--- src/rtl/core/j1939tp_pkg.sv ---
// ----------------------------------------------------------------------------
// j1939tp_pkg
// Shared types and constants of the J1939 transport reassembler.
// ----------------------------------------------------------------------------
package j1939tp_pkg;

    localparam int unsigned DEF_SESSIONS = 8;
    localparam int unsigned QUEUE_DEPTH  = 2;

    localparam logic [17:0] PGN_CM     = 18'h0EC00;
    localparam logic [17:0] PGN_DT     = 18'h0EB00;
    localparam logic [7:0]  CTRL_RTS   = 8'd16;
    localparam logic [7:0]  CTRL_BAM   = 8'd32;
    localparam logic [7:0]  CTRL_EOM   = 8'd19;
    localparam logic [7:0]  CTRL_ABORT = 8'd255;

    typedef enum logic [2:0] {
        OP_OPEN  = 3'b001,
        OP_CLOSE = 3'b010,
        OP_DATA  = 3'b100
    } t_op;

    // classified item handed from front to back
    typedef struct packed {
        t_op         op;
        logic        eom;
        logic [7:0]  sa;
        logic [7:0]  ctrl;
        logic [63:0] payload;
    } t_cmd;

endpackage

--- src/rtl/core/j1939tp_front.sv ---
// ----------------------------------------------------------------------------
// j1939tp_front
// Accepts frames, filters and classifies them, queues commands for the back.
// ----------------------------------------------------------------------------
module j1939tp_front (
    input  logic                i_clk,
    input  logic                i_rst_n,
    input  logic                i_start,
    output logic                o_busy,
    input  logic [28:0]         i_can_id,
    input  logic                i_extended,
    input  logic [3:0]          i_payload_len,
    input  logic [63:0]         i_payload,
    output logic                o_cmd_valid,
    output j1939tp_pkg::t_cmd   o_cmd,
    input  logic                i_cmd_pop
);
    localparam int unsigned QD = j1939tp_pkg::QUEUE_DEPTH;
    localparam int unsigned PW = $clog2(QD);

    j1939tp_pkg::t_cmd r_q [QD];
    logic [PW-1:0]     r_wp, r_rp;
    logic [PW:0]       r_cnt;

    logic [17:0]       pgn;
    logic              keep;
    j1939tp_pkg::t_cmd cmd;
    logic              push;

    always_comb begin
        pgn = i_can_id[25:8];
        if (pgn[15:8] < 8'd240) begin
            pgn[7:0] = 8'd0;
        end
        cmd.sa      = i_can_id[7:0];
        cmd.ctrl    = i_payload[7:0];
        cmd.payload = i_payload;
        cmd.eom     = (i_payload[7:0] == j1939tp_pkg::CTRL_EOM);
        cmd.op      = j1939tp_pkg::OP_DATA;
        keep        = 1'b0;
        if (i_extended && i_payload_len >= 4'd8) begin
            if (pgn == j1939tp_pkg::PGN_DT) begin
                keep = 1'b1;
            end else if (pgn == j1939tp_pkg::PGN_CM) begin
                if (cmd.ctrl == j1939tp_pkg::CTRL_RTS || cmd.ctrl == j1939tp_pkg::CTRL_BAM) begin
                    keep   = 1'b1;
                    cmd.op = j1939tp_pkg::OP_OPEN;
                end else if (cmd.eom || cmd.ctrl == j1939tp_pkg::CTRL_ABORT) begin
                    keep   = 1'b1;
                    cmd.op = j1939tp_pkg::OP_CLOSE;
                end
            end
        end
    end

    assign o_busy      = (r_cnt == (PW+1)'(QD));
    assign push        = i_start && !o_busy && keep;
    assign o_cmd_valid = (r_cnt != '0);
    assign o_cmd       = r_q[r_rp];

    always_ff @(posedge i_clk) begin
        if (push) begin
            r_q[r_wp] <= cmd;
        end
        if (!i_rst_n) begin
            r_wp  <= '0;
            r_rp  <= '0;
            r_cnt <= '0;
        end else begin
            if (push) begin
                r_wp <= (r_wp == PW'(QD-1)) ? '0 : r_wp + 1'b1;
            end
            if (i_cmd_pop) begin
                r_rp <= (r_rp == PW'(QD-1)) ? '0 : r_rp + 1'b1;
            end
            r_cnt <= r_cnt + (PW+1)'(push) - (PW+1)'(i_cmd_pop);
        end
    end

    a_no_underflow: assert property (@(posedge i_clk) disable iff (!i_rst_n)
        i_cmd_pop |-> o_cmd_valid) else $error("pop of empty queue");
    a_no_overflow: assert property (@(posedge i_clk) disable iff (!i_rst_n)
        r_cnt <= (PW+1)'(QD)) else $error("queue overflow");
    a_busy_full: assert property (@(posedge i_clk) disable iff (!i_rst_n)
        o_busy |-> o_cmd_valid) else $error("busy while empty");
endmodule

--- src/rtl/core/j1939tp_back.sv ---
// ----------------------------------------------------------------------------
// j1939tp_back
// Session table: scans entries one per cycle, then updates and emits.
// ----------------------------------------------------------------------------
module j1939tp_back #(
    parameter int unsigned SESSIONS = j1939tp_pkg::DEF_SESSIONS
) (
    input  logic               i_clk,
    input  logic               i_rst_n,
    input  logic               i_cmd_valid,
    input  j1939tp_pkg::t_cmd  i_cmd,
    output logic               o_cmd_pop,
    output logic               o_valid,
    output logic               o_kind,
    output logic [23:0]        o_message_pgn,
    output logic [7:0]         o_source_addr,
    output logic [7:0]         o_seq_number,
    output logic [55:0]        o_chunk,
    output logic [10:0]        o_byte_count,
    output logic               o_complete
);
    localparam int unsigned IW = (SESSIONS > 1) ? $clog2(SESSIONS) : 1;

    typedef enum logic [2:0] {
        S_IDLE = 3'b001,
        S_SCAN = 3'b010,
        S_ACT  = 3'b100
    } t_state;

    logic [SESSIONS-1:0] r_used, r_active;
    logic [7:0]  r_src  [SESSIONS];
    logic [23:0] r_pgn  [SESSIONS];
    logic [7:0]  r_tpk  [SESSIONS];
    logic [15:0] r_tby  [SESSIONS];
    logic [7:0]  r_nseq [SESSIONS];
    logic [10:0] r_bc   [SESSIONS];

    t_state      r_state;
    logic [IW:0] r_idx;
    logic        r_hit, r_free_ok;
    logic [IW-1:0] r_hit_idx, r_free_idx;

    logic [IW-1:0] ix;
    logic [IW-1:0] wr_idx;
    logic [7:0]    plo;
    logic          match;
    logic [10:0]   bc_new;
    logic          done;

    assign ix     = r_idx[IW-1:0];
    assign wr_idx = r_hit ? r_hit_idx : r_free_idx;
    assign plo    = i_cmd.payload[47:40];

    always_comb begin
        match = 1'b0;
        if (i_cmd.op == j1939tp_pkg::OP_DATA) begin
            match = r_used[ix] && r_active[ix] && r_src[ix] == i_cmd.sa &&
                    {1'b0, i_cmd.ctrl} == {1'b0, r_nseq[ix]} + 9'd1 &&
                    (!r_hit || r_pgn[ix][7:0] < r_pgn[r_hit_idx][7:0]);
        end else begin
            match = !r_hit && r_used[ix] && r_src[ix] == i_cmd.sa &&
                    r_pgn[ix][7:0] == plo;
        end
    end

    assign bc_new = r_bc[r_hit_idx] + 11'd7;
    assign done   = (i_cmd.ctrl >= r_tpk[r_hit_idx]) ||
                    ({5'd0, bc_new} >= r_tby[r_hit_idx]);
    assign o_cmd_pop = (r_state == S_ACT);

    always_ff @(posedge i_clk) begin
        o_kind        <= 1'b0;
        o_message_pgn <= r_pgn[r_hit_idx];
        o_source_addr <= r_src[r_hit_idx];
        o_seq_number  <= i_cmd.ctrl;
        o_chunk       <= i_cmd.payload[63:8];
        o_byte_count  <= bc_new;
        o_complete    <= done;
        if (r_state == S_ACT) begin
            unique case (i_cmd.op)
                j1939tp_pkg::OP_OPEN: begin
                    // payload fields of a newly opened entry
                    if (r_hit || r_free_ok) begin
                        r_src[wr_idx]  <= i_cmd.sa;
                        r_pgn[wr_idx]  <= i_cmd.payload[63:40];
                        r_tby[wr_idx]  <= i_cmd.payload[23:8];
                        r_tpk[wr_idx]  <= i_cmd.payload[31:24];
                        r_nseq[wr_idx] <= 8'd0;
                        r_bc[wr_idx]   <= 11'd0;
                    end
                end
                j1939tp_pkg::OP_CLOSE: begin
                    o_kind        <= 1'b1;
                    o_seq_number  <= 8'd0;
                    o_chunk       <= '0;
                    o_byte_count  <= r_bc[r_hit_idx];
                    o_complete    <= 1'b1;
                end
                j1939tp_pkg::OP_DATA: begin
                    if (r_hit) begin
                        r_nseq[r_hit_idx] <= i_cmd.ctrl;
                        r_bc[r_hit_idx]   <= bc_new;
                    end
                end
                default: ;
            endcase
        end
        if (!i_rst_n) begin
            r_state  <= S_IDLE;
            r_used   <= '0;
            r_active <= '0;
            r_idx    <= '0;
            r_hit    <= 1'b0;
            r_free_ok <= 1'b0;
            o_valid  <= 1'b0;
        end else begin
            o_valid <= 1'b0;
            unique case (r_state)
                S_IDLE: begin
                    r_idx     <= '0;
                    r_hit     <= 1'b0;
                    r_free_ok <= 1'b0;
                    if (i_cmd_valid) begin
                        r_state <= S_SCAN;
                    end
                end
                S_SCAN: begin
                    if (match) begin
                        r_hit     <= 1'b1;
                        r_hit_idx <= ix;
                    end
                    if (!r_free_ok && !r_used[ix]) begin
                        r_free_ok  <= 1'b1;
                        r_free_idx <= ix;
                    end
                    r_idx <= r_idx + 1'b1;
                    if (r_idx == (IW+1)'(SESSIONS-1)) begin
                        r_state <= S_ACT;
                    end
                end
                S_ACT: begin
                    r_state <= S_IDLE;
                    unique case (i_cmd.op)
                        j1939tp_pkg::OP_OPEN: begin
                            if (r_hit || r_free_ok) begin
                                r_used[wr_idx]   <= 1'b1;
                                r_active[wr_idx] <= 1'b1;
                            end
                        end
                        j1939tp_pkg::OP_CLOSE: begin
                            if (r_hit) begin
                                r_used[r_hit_idx]   <= 1'b0;
                                r_active[r_hit_idx] <= 1'b0;
                                o_valid <= i_cmd.eom && (r_bc[r_hit_idx] != 11'd0);
                            end
                        end
                        j1939tp_pkg::OP_DATA: begin
                            if (r_hit) begin
                                o_valid <= 1'b1;
                                if (done) begin
                                    r_active[r_hit_idx] <= 1'b0;
                                end
                            end
                        end
                        default: ;
                    endcase
                end
                default: r_state <= S_IDLE;
            endcase
        end
    end

    a_active_used: assert property (@(posedge i_clk) disable iff (!i_rst_n)
        (r_active & ~r_used) == '0) else $error("active entry not used");
    a_valid_after_act: assert property (@(posedge i_clk) disable iff (!i_rst_n)
        o_valid |-> $past(r_state) == S_ACT) else $error("result outside act");
    a_pop_once: assert property (@(posedge i_clk) disable iff (!i_rst_n)
        o_cmd_pop |=> !o_cmd_pop) else $error("double pop");
endmodule

--- src/rtl/core/j1939_transport_reassembler.sv ---
// ----------------------------------------------------------------------------
// j1939_transport_reassembler
// Reassembles J1939 TP.CM / TP.DT transfers, emitting each DT chunk at once.
// ----------------------------------------------------------------------------
// The back handles one frame at a time, through the serial session scan.
// Frames that are not transport frames are dropped and never occupy the back.
// A two-entry queue takes frames while a scan runs; busy rises when it fills.
// Results strobe one cycle; the receiver cannot stall.
// Synchronous active-low reset empties the queue and frees all sessions.
module j1939_transport_reassembler #(
    parameter int unsigned SESSIONS = j1939tp_pkg::DEF_SESSIONS
) (
    input  logic        i_clk,
    input  logic        i_rst_n,
    input  logic        start,
    output logic        busy,
    input  logic [28:0] i_can_id,
    input  logic        i_extended,
    input  logic [3:0]  i_payload_len,
    input  logic [63:0] i_payload,
    output logic        o_valid,
    output logic        o_kind,
    output logic [23:0] o_message_pgn,
    output logic [7:0]  o_source_addr,
    output logic [7:0]  o_seq_number,
    output logic [55:0] o_chunk,
    output logic [10:0] o_byte_count,
    output logic        o_complete
);
    logic              cmd_valid, cmd_pop;
    j1939tp_pkg::t_cmd cmd;

    j1939tp_front u_front (
        .i_clk, .i_rst_n, .i_start(start), .o_busy(busy),
        .i_can_id, .i_extended, .i_payload_len, .i_payload,
        .o_cmd_valid(cmd_valid), .o_cmd(cmd), .i_cmd_pop(cmd_pop)
    );

    j1939tp_back #(.SESSIONS(SESSIONS)) u_back (
        .i_clk, .i_rst_n, .i_cmd_valid(cmd_valid), .i_cmd(cmd), .o_cmd_pop(cmd_pop),
        .o_valid, .o_kind, .o_message_pgn, .o_source_addr, .o_seq_number,
        .o_chunk, .o_byte_count, .o_complete
    );
endmodule
--- config.mk ---
export PLATFORM = sky130hd
export DESIGN_NAME = j1939_transport_reassembler
export DESIGN_NICKNAME = d
export VERILOG_FILES = /design/src/rtl/core/j1939tp_pkg.sv /design/src/rtl/core/j1939tp_front.sv /design/src/rtl/core/j1939tp_back.sv /design/src/rtl/core/j1939_transport_reassembler.sv
export SDC_FILE = /design/constraint.sdc
export NUM_CORES = 1
export LEC_CHECK = 0
export BUFFER_PORTS_ARGS = -buffer_cell sky130_fd_sc_hd__buf_2
export CORE_AREA = 5 5 240 242
export DETAILED_ROUTE_END_ITERATION = 7
export DIE_AREA = 0 0 245 247
export GPL_TIMING_DRIVEN = 0
export MAX_ROUTING_LAYER = met4
export PLACE_DENSITY = 0.95
export SYNTH_ARGS = -nofsm -noshare
export SYNTH_HDL_FRONTEND = slang
export SYNTH_HIERARCHICAL = 1
export SYNTH_SLANG_ARGS = --single-unit
export TNS_END_PERCENT = 50
--- constraint.sdc ---
create_clock -name i_clk -period 13.4 [get_ports i_clk]
set_clock_uncertainty 0.05 [all_clocks]
set_input_delay 0.67 -clock i_clk [delete_from_list [all_inputs] [get_ports i_clk]]
set_output_delay 0.67 -clock i_clk [all_outputs]
set_load 0.1 [all_outputs]
==> run summary <==
* complete, but fails checks — run status
* DRC, capacitance limit, slew limit — violations in the final reports
* 1.115 mW — switching power total
* 3,031 — post-route insts no fill
* 0.6453 — initial cell density of the core
* sky130_fd_sc_hd__edfxtp_1 — most frequently used flop master after synthesis
* 0.97 ns — CP max stage delay
* sky130_fd_sc_hd__edfxtp_1 — area leader, netlist
* 60,910 um — HPWL after detailed placement
* 54,880 um2 — area of the core region
* 7.071 ns — final critical-path required period
* 0.1612 mV — Peak VDD IR
* buf_2 -> buf_2 -> buf_2 -> buf_2 -> clkbuf_1 -> clkbuf_1 -> mux4_2 -> mux2_2 -> ha_1 -> nand2b_1 -> a21o_1 -> a21o_1 -> a21oi_1 -> o21ai_0 -> a221oi_1 -> a2111oi_1 -> o21ai_1 -> o221a_1 — critical-path cell list
* 197 — Port Buf Inserts
* 0 — Setup Viol. Count Final
* 0.5277 — part of the cycle the worst path needs
* 2,060 — number of nets in the synthesized netlist
* u_back/r_active[1] — R2R Path End
* sky130_fd_sc_hd__edfxtp_1, sky130_fd_sc_hd__mux4_2, sky130_fd_sc_hd__dfxtp_1, sky130_fd_sc_hd__mux2_2, sky130_fd_sc_hd__mux2i_1 — ranking of synthesized cells by area
* 4,254 — Iteration-0 DRC Markers
* 6.33 ns — register-to-register setup slack
* 73 — Distinct cells, synth
* 904 — Clock Sink Count
* 0.6428 — area share of the leading cell type in the synthesized netlist
* 86 — number of clock buffers inserted by TritonCTS
* 46 — maximum number of pins on one net before global-route repair
* 3 — buffer depth of the longest clock path
* 7.57 ns — data arrival time at the worst-slack endpoint
* 6 — number of warnings reported in the yosys synthesis log
* 5.639 mW — overall power consumption
* 2,378 — nets
* 137.2 nW/um2 — power per unit of standard cell area
* sky130_fd_sc_hd__a2111oi_1 — slowest library cell on the worst path
* no — unrepaired setup endpoints after global routing
* done — CTS tree
* 13.90 ns — required time of the critical path
* register — startpoint types
* 2 — number of design rule violations left after detail routing
* i_payload[45] — Worst Min Path Start
* 13.61 nW — Leakage Power
* 2,861 — post-placement cell count
* 0 — total setup buffers inserted after CTS
* 0.9567 — final estimated routing congestion in global placement
* 0.1977 — switching power as a share of total power
* 4.524 mW — internal power
* 0.7253 — portion of the post-synthesis area used by sequential elements
* 18 — path depth of the worst reg2reg path
* 8 — antenna violations before repair
* 247 um — vertical extent of the die
* 34.18 um — DR WL/cell
* 0.3037 — layout cells sized above 1
* 22,110 — via count of the first global-routing pass
* 1.536 ns — slew at the pin with the worst max-slew slack
* register — crit path capture type
* 0 — global route total overflow
* 0.005 — combinational cell fraction of total power
* 0 — asr flop ratio synth
* 904 — total of flip-flops plus latches after synthesis
* u_front/r_q[0][45] — endpoint of the worst hold path
* 758 — number of enable flip-flop cells after synthesis
* -0.02392 — max_slew headroom
* 0.3508 — gr usage total
* 10 — CP Max Fanout
* 86 — Std-Cell Rows
* 0 — count of endpoints failing hold in the final timing report
* 16.09% — Area Overhead vs Synth
* 2 — max-cap violations
* 0.1414 GHz — highest clock frequency the design can meet
* 7.243 — Avg Vias per Cell
* 1 — worst hold path stage count
* 149,900 um — global-route wire length before repair
* 103,600 um — wire length after detailed routing
* 11 — Slew Limit Fails
* 0 — post-cts resize count
* 0 — post-route antenna net violation count
* 0 ns — total negative slack
* sky130_fd_sc_hd__edfxtp_1, sky130_fd_sc_hd__mux4_2, sky130_fd_sc_hd__dfxtp_1 — Commonest cells post-synth
* 0.66 ns — Clock Latency Late Sink
* sky130_fd_sc_hd__edfxtp_1 — dominant cell by count in the synthesized netlist
* in -> reg — path class of the lowest-slack min-delay path
* 212 — count of pins on the block boundary
* 0.534 — share of total power in sequential cells
* 18.38 um2 — average size of a mapped cell
* 35,410 um2 — mapped cell area
* sky130_fd_sc_hd__buf_2 — cell mode on critical path
* 60,520 um2 — die area
* 3 — H-tree depth reported by CTS
* sky130_fd_sc_hd__clkbuf_16 — clock root buffer
* 8 — first drt pass iteration count
* 0 — hold-fix buffer count after cts
* 1,927 — count of mapped cells out of synthesis
* 21,950 — detailed-route via count
* 0.07 ns — clock transition at the registers of the reported paths
* 0.461 — power share of the clock group
* 245 um — horizontal die dimension
* reg -> reg — CP Class
through the flow:
| step | util | hold WS [ns] | worst slack [ns] | instance area [um2] |
|---|---|---|---|---|
| floorplan | - | 0.3996 | 8.161 | 35410 |
| global placement | 0.6793 | 0.4237 | 5.034 | 37280 |
| detailed placement | 0.6940 | 0.4280 | 6.828 | 38080 |
| CTS | 0.7487 | 0.1301 | 6.605 | 41090 |
| global route | 0.7491 | 0.1418 | 6.362 | 41110 |
| finish | 0.7491 | 0.1522 | 6.329 | 41110 |
worst max-delay path: cells and delay by family, from the launching register on:
family	cells	cell delay, ns
buf+inv	6	2.53
simple gates	1	0.13
compound gates	8	2.86
fa+ha+maj	1	0.30
mux	2	0.73
flops	1	0.35
worst max-delay path by stage:
stage,start,end,slack (ns),cells past startpoint
after floorplan,i_payload[3],u_front/r_q[0][10],8.16,5
after global placement,register,u_back/r_active[2],5.03,6
after detailed placement,register,u_back/r_active[3],6.83,18
after CTS,register,u_back/r_active[1],6.61,18
after global routing,register,u_back/r_active[1],6.36,18
final,register,u_back/r_active[1],6.33,18
per-layer routing:
| layer | vias to the layer above | wire length [um] | part of all wire | GRT usage |
|---|---|---|---|---|
| met5 | - | 0 | 0 | - |
| met4 | 0 | 7582 | 0.073 | 0.1997 |
| met3 | 607 | 14930 | 0.14 | 0.09944 |
| met2 | 2404 | 48770 | 0.47 | 0.5405 |
| met1 | 10670 | 32320 | 0.31 | 0.4235 |
| li1 | 8276 | - | - | - |
power by group through the flow:
| stage | Clock [mW] | Combinational, mW | Sequential (mW) |
|---|---|---|---|
| final | 2.60 | 0.0298 | 3.01 |
| after global routing | 2.74 | 0.0315 | 3.01 |
| after CTS | 2.61 | 0.0290 | 3.01 |
| after detailed placement | 0 | 0.0276 | 3.07 |
| after global placement | 0 | 0.0251 | 3.07 |
| after floorplan | 0 | 0.00740 | 3.07 |
cell usage in the layout (no fill, tap or decap), types with 11 or more instances in the layout:
cell / synthesis / routed
sky130_fd_sc_hd__ha_1: 32 / 32
sky130_fd_sc_hd__a22oi_1: 18 / 18
sky130_fd_sc_hd__clkbuf_16: 0 / 88
sky130_fd_sc_hd__inv_1: 31 / 31
sky130_fd_sc_hd__nand2_1: 55 / 55
sky130_fd_sc_hd__xor2_1: 22 / 22
sky130_fd_sc_hd__edfxtp_1: 758 / 758
sky130_fd_sc_hd__xnor2_1: 21 / 21
sky130_fd_sc_hd__buf_1: 12 / 12
sky130_fd_sc_hd__mux2i_1: 62 / 62
sky130_fd_sc_hd__nor3_1: 15 / 14
sky130_fd_sc_hd__nand3b_1: 14 / 14
sky130_fd_sc_hd__a221oi_1: 11 / 11
sky130_fd_sc_hd__buf_4: 12 / 12
sky130_fd_sc_hd__a21oi_1: 23 / 23
sky130_fd_sc_hd__nor2b_1: 11 / 11
sky130_fd_sc_hd__mux4_2: 156 / 156
sky130_fd_sc_hd__o21ai_0: 35 / 35
sky130_fd_sc_hd__buf_16: 0 / 13
sky130_fd_sc_hd__nand3_1: 29 / 29
sky130_fd_sc_hd__bufinv_16: 0 / 13
sky130_fd_sc_hd__dfxtp_1: 146 / 146
sky130_fd_sc_hd__buf_2: 23 / 220
sky130_fd_sc_hd__and2_1: 91 / 91
sky130_fd_sc_hd__mux2_2: 106 / 106
sky130_fd_sc_hd__nor2_1: 65 / 49
sky130_fd_sc_hd__clkbuf_1: 44 / 61
sky130_fd_sc_hd__clkinv_2: 0 / 18
state kept, by name (all words and copies together), names as in the netlist, 2 cells and up, named ones only:
register,flops
u_back/o_chunk,56
u_back/r_free_idx,3
u_back/r_src,64
u_back/r_active,8
u_back/r_state,3
u_back/r_hit_idx,3
u_back/r_pgn,192
u_back/r_used,8
u_back/o_message_pgn,24
u_back/r_tpk,64
u_back/r_tby,128
u_back/r_idx,4
u_back/r_nseq,64
u_back/r_bc,88
u_back/o_seq_number,8
u_back/o_byte_count,11
u_front/r_q,152
u_front/r_cnt,2
u_back/o_source_addr,8
cell families (layout without fill, tap and decap cells):
| family | count (synthesis) | in the layout | share of synthesized area |
|---|---|---|---|
| DFF | 904 | 904 | 0.7253 |
| adders and majority gates | 32 | 32 | 0.01131 |
| xor gates and xnor gates | 43 | 43 | 0.01064 |
| and+or+nand+nor | 332 | 332 | 0.05099 |
| buffers and inverters | 126 | 517 | 0.01608 |
| other | 0 | 9 | 0 |
| AOI/OAI and AO/OA | 159 | 159 | 0.03226 |
| muxes | 331 | 331 | 0.1534 |
final cells by class:
cell class | count | area, um2
Sequential cell | 904 | 25680
Fill cell | 2632 | 13770
Multi-Input combinational cell | 897 | 9254
Clock buffer | 110 | 2335
Timing Repair Buffer | 230 | 1694
Tap cell | 704 | 880.8
Clock inverter | 51 | 668.1
Buffer | 94 | 449.2
Inverter | 32 | 120.1
Antenna cell | 9 | 22.52
Note: power is estimated with default switching activity, not from simulation.
